$ cat src/design/cfq_pkg.sv
package cfq_pkg;

    localparam int unsigned DATA_W = 32;

    typedef enum logic [1:0] {
        CMD_INSERT  = 2'd0,
        CMD_DELETE  = 2'd1,
        CMD_DISPLAY = 2'd2
    } cmd_t;

    typedef enum logic [1:0] {
        STAT_OK    = 2'd0,
        STAT_FULL  = 2'd1,
        STAT_EMPTY = 2'd2
    } status_t;

    typedef enum logic {
        ST_IDLE,
        ST_DISP
    } state_t;

    // Per-cell control: load takes priority over shift.
    typedef struct packed {
        logic load;
        logic shift;
    } cell_ctrl_t;

    typedef logic signed [DATA_W-1:0] word_t;

endpackage

$ cat src/design/cfq_cell.sv
module cfq_cell (
    input  logic               aclk,
    input  cfq_pkg::cell_ctrl_t ctrl,
    input  cfq_pkg::word_t      load_data,
    input  cfq_pkg::word_t      shift_data,
    output cfq_pkg::word_t      data_q
);
    import cfq_pkg::*;

    word_t data_reg;
    word_t data_next;

    // Load a fresh word, or take the neighbor's word, or hold.
    always_comb begin
        data_next = data_reg;
        if (ctrl.load) begin
            data_next = load_data;
        end else if (ctrl.shift) begin
            data_next = shift_data;
        end
    end

    always_ff @(posedge aclk) begin
        data_reg <= data_next;
    end

    assign data_q = data_reg;

endmodule

$ cat src/design/circular_fifo_queue_core.sv
// Channel   | Direction | Payload
// ----------+-----------+-----------------------------------------------------
// s_ (cmd)  | in        | s_tuser: command[1:0]; s_tdata: value[31:0]
// m_ (res)  | out       | m_tuser: status[1:0]; m_tdata: data[31:0]; m_tlast
//
// Insert, delete and any empty/full report each return a single result.
// Display of N entries enters the display state, then emits one result per
// cycle while output is free, the row rotating one position, oldest word first.
// Reset clears the entry count, display sequencer and output valid flag;
// cell contents are left as they are and are never read before written.
// A stall on m_tready holds the output register and pauses a display; a new
// command is taken only while no display runs and the output stage is free.
module circular_fifo_queue_core #(
    parameter int unsigned DEPTH = 8
) (
    input  logic        aclk,
    input  logic        aresetn,
    // command transfer
    input  logic        s_tvalid,
    output logic        s_tready,
    input  logic [31:0] s_tdata,   // [31:0] value
    input  logic [1:0]  s_tuser,   // [1:0] command
    // result transfer
    output logic        m_tvalid,
    input  logic        m_tready,
    output logic [31:0] m_tdata,   // [31:0] data
    output logic [1:0]  m_tuser,   // [1:0] status
    output logic        m_tlast
);
    import cfq_pkg::*;

    localparam int unsigned CNT_W = $clog2(DEPTH + 1);
    localparam int unsigned IDX_W = $clog2(DEPTH);

    // Control state
    state_t            state_reg,   state_next;
    logic [CNT_W-1:0]  count_reg,   count_next;
    logic [IDX_W-1:0]  idx_reg,     idx_next;

    // Output stage
    logic              m_valid_reg,  m_valid_next;
    status_t           m_status_reg, m_status_next;
    word_t             m_data_reg,   m_data_next;
    logic              m_last_reg,   m_last_next;

    // Cell row control
    logic              load_en;
    logic [IDX_W-1:0]  load_sel;
    word_t             load_data;
    logic              shift_en;
    word_t             cell_q [DEPTH];

    logic              out_free;
    logic              in_fire;
    cmd_t              cmd;
    logic              disp_last;
    logic [CNT_W-1:0]  count_dec;

    assign out_free  = !m_valid_reg || m_tready;
    assign s_tready  = (state_reg == ST_IDLE) && out_free;
    assign in_fire   = s_tvalid && s_tready;
    assign cmd       = cmd_t'(s_tuser);
    assign count_dec = count_reg - CNT_W'(1);
    assign disp_last = (CNT_W'(idx_reg) == count_dec);

    // Row of cells: outside a display, cell 0 holds the oldest word. A shift moves every
    // word one cell toward cell 0; during display the word leaving cell 0 is
    // reloaded at the tail so the row is back in order after a full pass.
    for (genvar i = 0; i < DEPTH; i++) begin : g_cell
        cell_ctrl_t ctrl;
        word_t      neighbor;

        assign ctrl.load  = load_en && (load_sel == IDX_W'(i));
        assign ctrl.shift = shift_en;

        if (i == DEPTH - 1) begin : g_tail
            assign neighbor = '0;
        end else begin : g_body
            assign neighbor = cell_q[i+1];
        end

        cfq_cell u_cell (
            .aclk       (aclk),
            .ctrl       (ctrl),
            .load_data  (load_data),
            .shift_data (neighbor),
            .data_q     (cell_q[i])
        );
    end

    always_comb begin
        state_next    = state_reg;
        count_next    = count_reg;
        idx_next      = idx_reg;
        m_valid_next  = m_valid_reg;
        m_status_next = m_status_reg;
        m_data_next   = m_data_reg;
        m_last_next   = m_last_reg;
        load_en       = 1'b0;
        load_sel      = count_reg[IDX_W-1:0];
        load_data     = word_t'(s_tdata);
        shift_en      = 1'b0;

        // Drop the held result once it is taken.
        if (m_valid_reg && m_tready) begin
            m_valid_next = 1'b0;
        end

        case (state_reg)
            ST_IDLE: begin
                if (in_fire) begin
                    case (cmd)
                        CMD_INSERT: begin
                            m_valid_next = 1'b1;
                            m_data_next  = '0;
                            m_last_next  = 1'b1;
                            if (count_reg == CNT_W'(DEPTH)) begin
                                m_status_next = STAT_FULL;
                            end else begin
                                // Append at the first free cell.
                                m_status_next = STAT_OK;
                                load_en       = 1'b1;
                                count_next    = count_reg + CNT_W'(1);
                            end
                        end
                        CMD_DELETE: begin
                            m_valid_next = 1'b1;
                            m_last_next  = 1'b1;
                            if (count_reg == '0) begin
                                m_status_next = STAT_EMPTY;
                                m_data_next   = '0;
                            end else begin
                                // Pop cell 0 and advance the row.
                                m_status_next = STAT_OK;
                                m_data_next   = cell_q[0];
                                shift_en      = 1'b1;
                                count_next    = count_dec;
                            end
                        end
                        CMD_DISPLAY: begin
                            if (count_reg == '0) begin
                                m_valid_next  = 1'b1;
                                m_status_next = STAT_EMPTY;
                                m_data_next   = '0;
                                m_last_next   = 1'b1;
                            end else begin
                                state_next = ST_DISP;
                                idx_next   = '0;
                            end
                        end
                        default: begin
                            // Unused command: no result, no state change.
                        end
                    endcase
                end
            end
            ST_DISP: begin
                if (out_free) begin
                    // Emit the word at cell 0 and rotate it to the tail.
                    m_valid_next  = 1'b1;
                    m_status_next = STAT_OK;
                    m_data_next   = cell_q[0];
                    m_last_next   = disp_last;
                    shift_en      = 1'b1;
                    load_en       = 1'b1;
                    load_sel      = count_dec[IDX_W-1:0];
                    load_data     = cell_q[0];
                    if (disp_last) begin
                        state_next = ST_IDLE;
                        idx_next   = '0;
                    end else begin
                        idx_next = idx_reg + IDX_W'(1);
                    end
                end
            end
            default: begin
                state_next = ST_IDLE;
            end
        endcase
    end

    always_ff @(posedge aclk) begin
        if (!aresetn) begin
            state_reg   <= ST_IDLE;
            count_reg   <= '0;
            idx_reg     <= '0;
            m_valid_reg <= 1'b0;
        end else begin
            state_reg   <= state_next;
            count_reg   <= count_next;
            idx_reg     <= idx_next;
            m_valid_reg <= m_valid_next;
        end
    end

    always_ff @(posedge aclk) begin
        m_status_reg <= m_status_next;
        m_data_reg   <= m_data_next;
        m_last_reg   <= m_last_next;
    end

    assign m_tvalid = m_valid_reg;
    assign m_tuser  = m_status_reg;
    assign m_tdata  = m_data_reg;
    assign m_tlast  = m_last_reg;

    // Entry count never exceeds the row length.
    a_count_range: assert property (@(posedge aclk) disable iff (!aresetn)
        count_reg <= CNT_W'(DEPTH))
        else $error("entry count above depth");

    // A display only runs over a non-empty row, and its index stays inside it.
    a_disp_index: assert property (@(posedge aclk) disable iff (!aresetn)
        (state_reg == ST_DISP) |-> (count_reg != '0 && CNT_W'(idx_reg) < count_reg))
        else $error("display index outside stored entries");

    // Entry count holds while a display walks the row.
    a_disp_count_stable: assert property (@(posedge aclk) disable iff (!aresetn)
        (state_reg == ST_DISP) |=> (state_reg != ST_DISP || $stable(count_reg)))
        else $error("entry count changed during display");

    // A result without last only comes from a display still in progress.
    a_nonlast_in_disp: assert property (@(posedge aclk) disable iff (!aresetn)
        (m_valid_reg && !m_last_reg) |-> (state_reg == ST_DISP))
        else $error("non-final result outside display");

endmodule
$ cat config.mk
export PLATFORM = sky130hd
export DESIGN_NAME = circular_fifo_queue_core
export DESIGN_NICKNAME = d
export VERILOG_FILES = /design/src/design/cfq_pkg.sv /design/src/design/cfq_cell.sv /design/src/design/circular_fifo_queue_core.sv
export SDC_FILE = /design/constraint.sdc
export NUM_CORES = 1
export LEC_CHECK = 0
export BUFFER_PORTS_ARGS = -buffer_cell sky130_fd_sc_hd__buf_2
export CAP_MARGIN = 20
export CORE_ASPECT_RATIO = 0.75
export CORE_MARGIN = 4
export CORE_UTILIZATION = 66
export CTS_BUF_LIST = sky130_fd_sc_hd__clkbuf_8 sky130_fd_sc_hd__clkbuf_16
export DETAILED_ROUTE_END_ITERATION = 10
export PLACE_DENSITY = 0.85
export SLEW_MARGIN = 10
export SYNTH_ARGS = -nofsm -noshare
export SYNTH_HDL_FRONTEND = slang
export SYNTH_SLANG_ARGS = --single-unit
$ cat constraint.sdc
create_clock -name aclk -period 9.1 [get_ports aclk]
set_input_delay 0.91 -clock aclk [delete_from_list [all_inputs] [get_ports aclk]]
set_output_delay 0.91 -clock aclk [all_outputs]
set_load 0.01 [all_outputs]
==> results.py, run 1 <==
metrics = {
    "placed_design": {
        "place_hpwl_um": 15900,
        "port_buffers": 74,
        "dpl-instance-area_mm2": 0.0139,
        "place_congestion": 0.817,
    },
    "pwr": {
        "vdd_ir_drop_max_mv": 0.131,
        "p_leak_nw": 5.05,
        "pwr_density_cell_mw_per_mm2": 202,
    },
    "route": {
        "detail_route.wl_per_cell_um": 23.1,
        "num_vias": 7007,
        "drtIter0Drc": 652,
        "drc_errors": 0,
        "antenna_left": 0,
        "viasPerCell": 6.21,
        "wirelength_um": 26100,
        "first_pass_iters": 5,
    },
    "global_route": {
        "grt_pass1_vias": 7148,
        "antenna_found_initial": 0,
        "grt-ovfl-total": 0,
        "grt_pass1_wl_um": 40600,
        "grt_max_degree": 37,
        "grt.total_usage": 0.236,
    },
    "timing": {
        "drv_slew": 0,
        "max_freq_ghz": 0.259,
        "setup_violations": 0,
        "tns_ns": 0,
        "fin_crit_ns": 3.86,
        "max_slew_margin": 0.326,
        "tightest_slew_ns": 1.01,
        "fin_crit_sh": 0.424,
        "rsz0062_at_grt": "false",
        "finalHoldViolCount": 0,
        "finClkSkew_ns": 0.0105,
    },
    "yosys": {
        "syn_inst": 771,
        "yosys_warnings": 0,
        "synth_cell_types": 51,
        "syn_area_mm2": 0.0132,
        "avgSynthCellArea_um2": 17.1,
        "synth.ff_latch_count": 300,
        "synth_nets": 816,
        "synth.yosys.seq_area_share": 0.675,
        "synthArstFlopShare": 0,
        "synth_edf_count": 291,
        "synth_ff_type": "edfxtp_1",
    },
    "clocking": {
        "clockBufferDepth": 3,
        "clk_latency_ns": 0.53,
        "cts_sinks": 300,
        "cts-root-buf": "clkbuf_16",
        "post_cts_resized": 0,
        "cts_buffers": 28,
        "postCtsSetupBuffers": 0,
        "htreeDepth": 1,
        "cts_hold_buf": 0,
        "cts.reportedPaths.clkPinSlew_ns": 0.06,
        "tritoncts": "done",
    },
    "cells_and_area": {
        "syn_to_final_growth_pct": 11.8,
        "antenna_cells": 0,
        "finalNetCount": 898,
        "finalInstanceArea_mm2": 0.0148,
        "drive_above_1_share": 0.453,
        "fillers": 1080,
        "largest_reg_flops": 256,
    },
    "setup_path": {
        "crit_type": "flip-flop to flip-flop",
        "rrSetupSlack_ns": 5.24,
        "r2r_start": "count_reg[0]$_SDFFE_PN0P_",
        "worst_setup_path_start_kind": "flip-flop",
        "cp.arrival_ns": 4.07,
        "r2r-end": "g_cell[4].u_cell.data_q[18]$_DFFE_PP_",
        "ff2ff_path_depth": 8,
        "crit_required_ns": 9.31,
        "critPathCaptureType": "flip-flop",
        "critPathMaxFanout": 18,
    },
    "floorplan": {
        "dieArea_mm2": 0.0224,
        "start_util": 0.678,
        "io_pins": 75,
        "core_area_mm2": 0.0195,
        "die_w_um": 171,
        "rows": 44,
        "die_height_um": 131,
    },
    "hold_path": {
        "min_from": "idx_reg[2]$_SDFFE_PN0P_",
        "hold_path_class": "flip-flop to flip-flop",
        "holdPathStages": 2,
        "min_to": "idx_reg[2]$_SDFFE_PN0P_",
    },
    "run_status": {
        "status": "completed",
    },
    "job": {
        "cap_violations": 0,
    },
}
## synth_stat cells, types with 2 or more instances
cell | number | area (um^2)
xnor2_1 | 2 | 17.5
nor3_1 | 4 | 20.0
inv_1 | 6 | 22.5
dfxtp_1 | 9 | 180
clkbuf_1 | 6 | 22.5
ha_1 | 7 | 87.6
and3_1 | 2 | 12.5
mux2_2 | 249 | 2800
o21ai_0 | 10 | 50.1
and2b_1 | 19 | 143
nand2_1 | 5 | 18.8
nand3b_1 | 3 | 22.5
nor2_1 | 7 | 26.3
and3b_1 | 4 | 35.0
mux2_1 | 7 | 78.8
buf_2 | 23 | 115
a21oi_1 | 11 | 55.1
a211oi_1 | 2 | 15.0
nand4_1 | 2 | 12.5
xor2_1 | 4 | 35.0
nor3b_1 | 4 | 30.0
o2111ai_1 | 2 | 17.5
edfxtp_1 | 291 | 8740
or3_1 | 2 | 12.5
nor2b_1 | 49 | 307
a21oi_2 | 3 | 26.3
nand2b_1 | 5 | 31.3
nand3_1 | 3 | 15.0
buf_4 | 6 | 45.0
buf_6 | 2 | 22.5
o21ai_2 | 2 | 17.5
## worst max-delay path, cell delays in order, from the launching register on
cell      delay (ns)
dfxtp_1         0.56
inv_1           0.14
ha_1            0.42
and3_1          0.17
o21ai_0         0.28
a21oi_4         0.68
buf_16          0.24
nand2b_1        0.62
buf_4           0.41
## stage by stage
stage,total power (W),utilization,setup WS [ns],hold slack [ns],cells
floorplan,0.00184,-,4.82,0.464,771
global placement,0.00191,0.711,5.09,0.481,1073
detailed placement,0.00193,0.712,4.88,0.501,1074
CTS,0.00301,0.756,5.06,0.509,1126
global route,0.00310,0.758,5.01,0.550,1128
finish,0.00299,0.758,5.24,0.516,1128
## power breakdown
group | switching (W) | internal [W] | leakage [nW]
combinational | 0.000158 | 0.000104 | 1.85
sequential | 0.0000263 | 0.00162 | 2.75
clock | 0.000482 | 0.000602 | 0.450
total | 0.000667 | 0.00232 | 5.05
## cells by family after synthesis
family,share of synthesized area
XOR/XNOR,0.00568
buffers and inverters,0.0182
AO/OA/AOI/OAI,0.0190
adder cells (fa/ha/maj),0.00663
multiplexers,0.220
AND/OR/NAND/NOR,0.0555
flip-flops,0.675
## how the worst max path moves through the flow
stage / startpoint / to / slack [ns] / cells past startpoint
global placement: s_tuser[0] / g_cell[5].u_cell.data_q[6]$_DFFE_PP_ / 5.09 / 8
global route: count_reg[0]$_SDFFE_PN0P_ / g_cell[4].u_cell.data_q[20]$_DFFE_PP_ / 5.01 / 8
finish: count_reg[0]$_SDFFE_PN0P_ / g_cell[4].u_cell.data_q[18]$_DFFE_PP_ / 5.24 / 8
detailed placement: s_tuser[0] / g_cell[4].u_cell.data_q[25]$_DFFE_PP_ / 4.88 / 8
floorplan: s_tuser[0] / g_cell[2].u_cell.data_q[0]$_DFFE_PP_ / 4.82 / 5
CTS: count_reg[0]$_SDFFE_PN0P_ / g_cell[4].u_cell.data_q[20]$_DFFE_PP_ / 5.06 / 7
## final cells by class
type | count | area [um^2] | share of cell area
tap | 253 | 317 | 0.0214
timing repair buffer | 91 | 543 | 0.0367
clock inverter | 23 | 126 | 0.00855
multi-input combinational | 425 | 4120 | 0.279
inverter | 7 | 26.3 | 0.00178
sequential | 300 | 8920 | 0.604
clock buffer | 29 | 726 | 0.0491
## per-layer routing
layer  wire, um  vias to the layer above  GRT usage
li1           -                     3129          -
met1      11100                     3555      0.342
met2      12700                      273      0.386
met3       1700                       50     0.0325
met4        550                        0     0.0596
met5          0                        -          0
## cells in the final DEF, fill, tap and decap left out, drive strengths merged, types with 5 or more instances in the layout
master / instances
edfxtp: 291
o21ai: 13
nor2b: 49
mux2: 257
clkbuf: 29
nand2: 6
nor2: 7
clkinv: 13
and2b: 19
ha: 7
inv: 15
buf: 91
a21oi: 14
nand2b: 5
dfxtp: 9
Note: power is estimated with default switching activity, not from simulation.
==> inputs of run 2 (changes only) <==
- CORE_UTILIZATION: 66 -> 61
- PLACE_DENSITY: 0.85 -> 0.8
- clock period: 9.1 -> 3.7 ns (I/O delays scaled with it)
==> results.py, run 2 (synthesis gave the netlist of run 1 again) <==
metrics = {
    "setup_path": {
        "crit_required_ns": 3.99,
        "cp_cell_sequence": "inv_1 -> ha_1 -> and3b_1 -> o21ai_0 -> nor2_2 -> buf_4 -> mux2_2",
        "max_stage_delay_ns": 0.58,
        "critPathMaxFanout": 21,
        "crit_path_start": "count_reg[0]$_SDFFE_PN0P_",
        "cp.arrival_ns": 3.49,
        "r2r_start": "count_reg[0]$_SDFFE_PN0P_",
        "worst_setup_path_start_kind": "flip-flop",
        "critPathCaptureType": "flip-flop",
        "crit_slowest_cell": "nor2_2",
        "crit_type": "flip-flop to flip-flop",
    },
    "global_route": {
        "use_met3": 0.0335,
        "grt_max_degree": 37,
        "grt_util_met1": 0.289,
        "antenna_found_initial": 0,
        "grt_util_met2": 0.353,
        "top_usage_layer": "met2",
        "grt-ovfl-total": 0,
        "grt.total_usage": 0.209,
        "grt_pass1_wl_um": 39300,
        "grt_pass1_vias": 7275,
    },
    "cells_and_area": {
        "drive_above_1_share": 0.462,
        "mostFrequentLayoutCells": "291 x edfxtp_1, 249 x mux2_2, 74 x buf_2",
        "fillers": 1350,
        "finalNetCount": 907,
        "syn_to_final_growth_pct": 13.4,
        "final_common_cell": "edfxtp_1",
        "antenna_cells": 0,
        "finalInstanceArea_mm2": 0.0150,
        "largest_reg_flops": 256,
    },
    "pwr": {
        "power_switching_w": 0.00167,
        "p_leak_nw": 5.14,
        "p_sw_frac": 0.219,
        "power_frac_clock": 0.386,
        "combPwrFrac": 0.085,
        "pwr_density_cell_mw_per_mm2": 509,
        "internal_power_w": 0.00597,
        "p_seq_frac": 0.529,
        "vdd_ir_drop_max_mv": 0.383,
    },
    "timing": {
        "fin_crit_ns": 3.21,
        "finClkSkew_ns": 0.0144,
        "fin_crit_sh": 0.866,
        "tightest_slew_ns": 1.05,
        "max_slew_margin": 0.297,
        "rsz0062_at_grt": "false",
        "max_freq_ghz": 0.312,
        "drv_slew": 0,
        "setup_violations": 0,
        "finalHoldViolCount": 0,
        "tns_ns": 0,
    },
    "floorplan": {
        "start_util": 0.622,
        "die_height_um": 135,
        "dieArea_mm2": 0.0241,
        "io_pins": 75,
        "die_w_um": 178,
        "core_area_mm2": 0.0212,
        "rows": 46,
    },
    "route": {
        "drc_errors": 0,
        "wirelength_um": 24900,
        "detail_route.wl_per_cell_um": 21.2,
        "antenna_left": 0,
        "viasPerCell": 5.91,
        "first_pass_iters": 5,
        "drtIter0Drc": 571,
        "num_vias": 6944,
    },
    "clocking": {
        "cts_buffers": 30,
        "post_cts_resized": 0,
        "cts_sinks": 300,
        "postCtsSetupBuffers": 0,
        "clk_latency_ns": 0.54,
        "tritoncts": "done",
        "cts.reportedPaths.clkPinSlew_ns": 0.07,
        "clockBufferDepth": 3,
        "htreeDepth": 1,
        "cts_hold_buf": 0,
        "cts-root-buf": "clkbuf_16",
    },
    "hold_path": {
        "min_from": "aresetn",
        "hold_path_class": "input port to flip-flop",
    },
    "placed_design": {
        "place_congestion": 0.807,
        "port_buffers": 74,
        "place_hpwl_um": 15100,
        "dpl-instance-area_mm2": 0.0140,
    },
    "job": {
        "cap_violations": 0,
    },
    "run_status": {
        "status": "completed",
    },
}
[run 2: path summary, 6_finish.rpt]
path / end / slack [ns] / depth (start not counted)
min: idx_reg[2]$_SDFFE_PN0P_ / 0.12 / 3
max reg2reg: g_cell[1].u_cell.data_q[15]$_DFFE_PP_ / 0.49 / 7
max: g_cell[1].u_cell.data_q[15]$_DFFE_PP_ / 0.49 / 7
min reg2reg: idx_reg[2]$_SDFFE_PN0P_ / 0.52 / 2
[run 2: stage by stage]
stage | worst slack, ns | power [W] | cells | utilization | hold WS, ns
floorplan | 0.0593 | 0.00451 | 771 | - | 0.464
global placement | 0.689 | 0.00471 | 1117 | 0.659 | 0.483
detailed placement | 0.524 | 0.00475 | 1117 | 0.659 | 0.496
CTS | 0.512 | 0.00768 | 1173 | 0.704 | 0.0966
global route | 0.282 | 0.00791 | 1174 | 0.706 | 0.128
finish | 0.494 | 0.00764 | 1174 | 0.706 | 0.121
[run 2: critical path, delay by kind of cell (launching register included)]
family                     cells  cell delay [ns]
AOI/OAI and AO/OA              1             0.22
adders and majority gates      1             0.42
buffers and inverters          2             0.58
DFF                            1             0.56
muxes                          1             0.39
and+or+nand+nor                2             0.76
[run 2: power groups by stage]
stage	clock network [W]	logic (W)	registers, W
floorplan	0	0.000398	0.00412
global placement	0	0.000610	0.00410
detailed placement	0	0.000638	0.00411
CTS	0.00299	0.000647	0.00404
global route	0.00315	0.000704	0.00406
finish	0.00294	0.000650	0.00404
[run 2: layout make-up]
| cell class | count | area, um^2 | area share |
|---|---|---|---|
| inverter | 7 | 26.3 | 0.00175 |
| timing repair buffer | 98 | 596 | 0.0397 |
| sequential | 300 | 8920 | 0.595 |
| clock buffer | 31 | 776 | 0.0518 |
| clock inverter | 25 | 189 | 0.0126 |
| tap | 288 | 360 | 0.0240 |
| multi-input combinational | 425 | 4120 | 0.275 |
[run 2: layer usage]
| layer | share of wire | wire length [um] | vias to the layer above |
|---|---|---|---|
| met1 | 0.43 | 10700 | 3549 |
| met4 | 0.021 | 513 | 0 |
| met5 | 0 | 0 | - |
| met2 | 0.50 | 12400 | 209 |
| li1 | - | - | 3145 |
| met3 | 0.054 | 1360 | 41 |
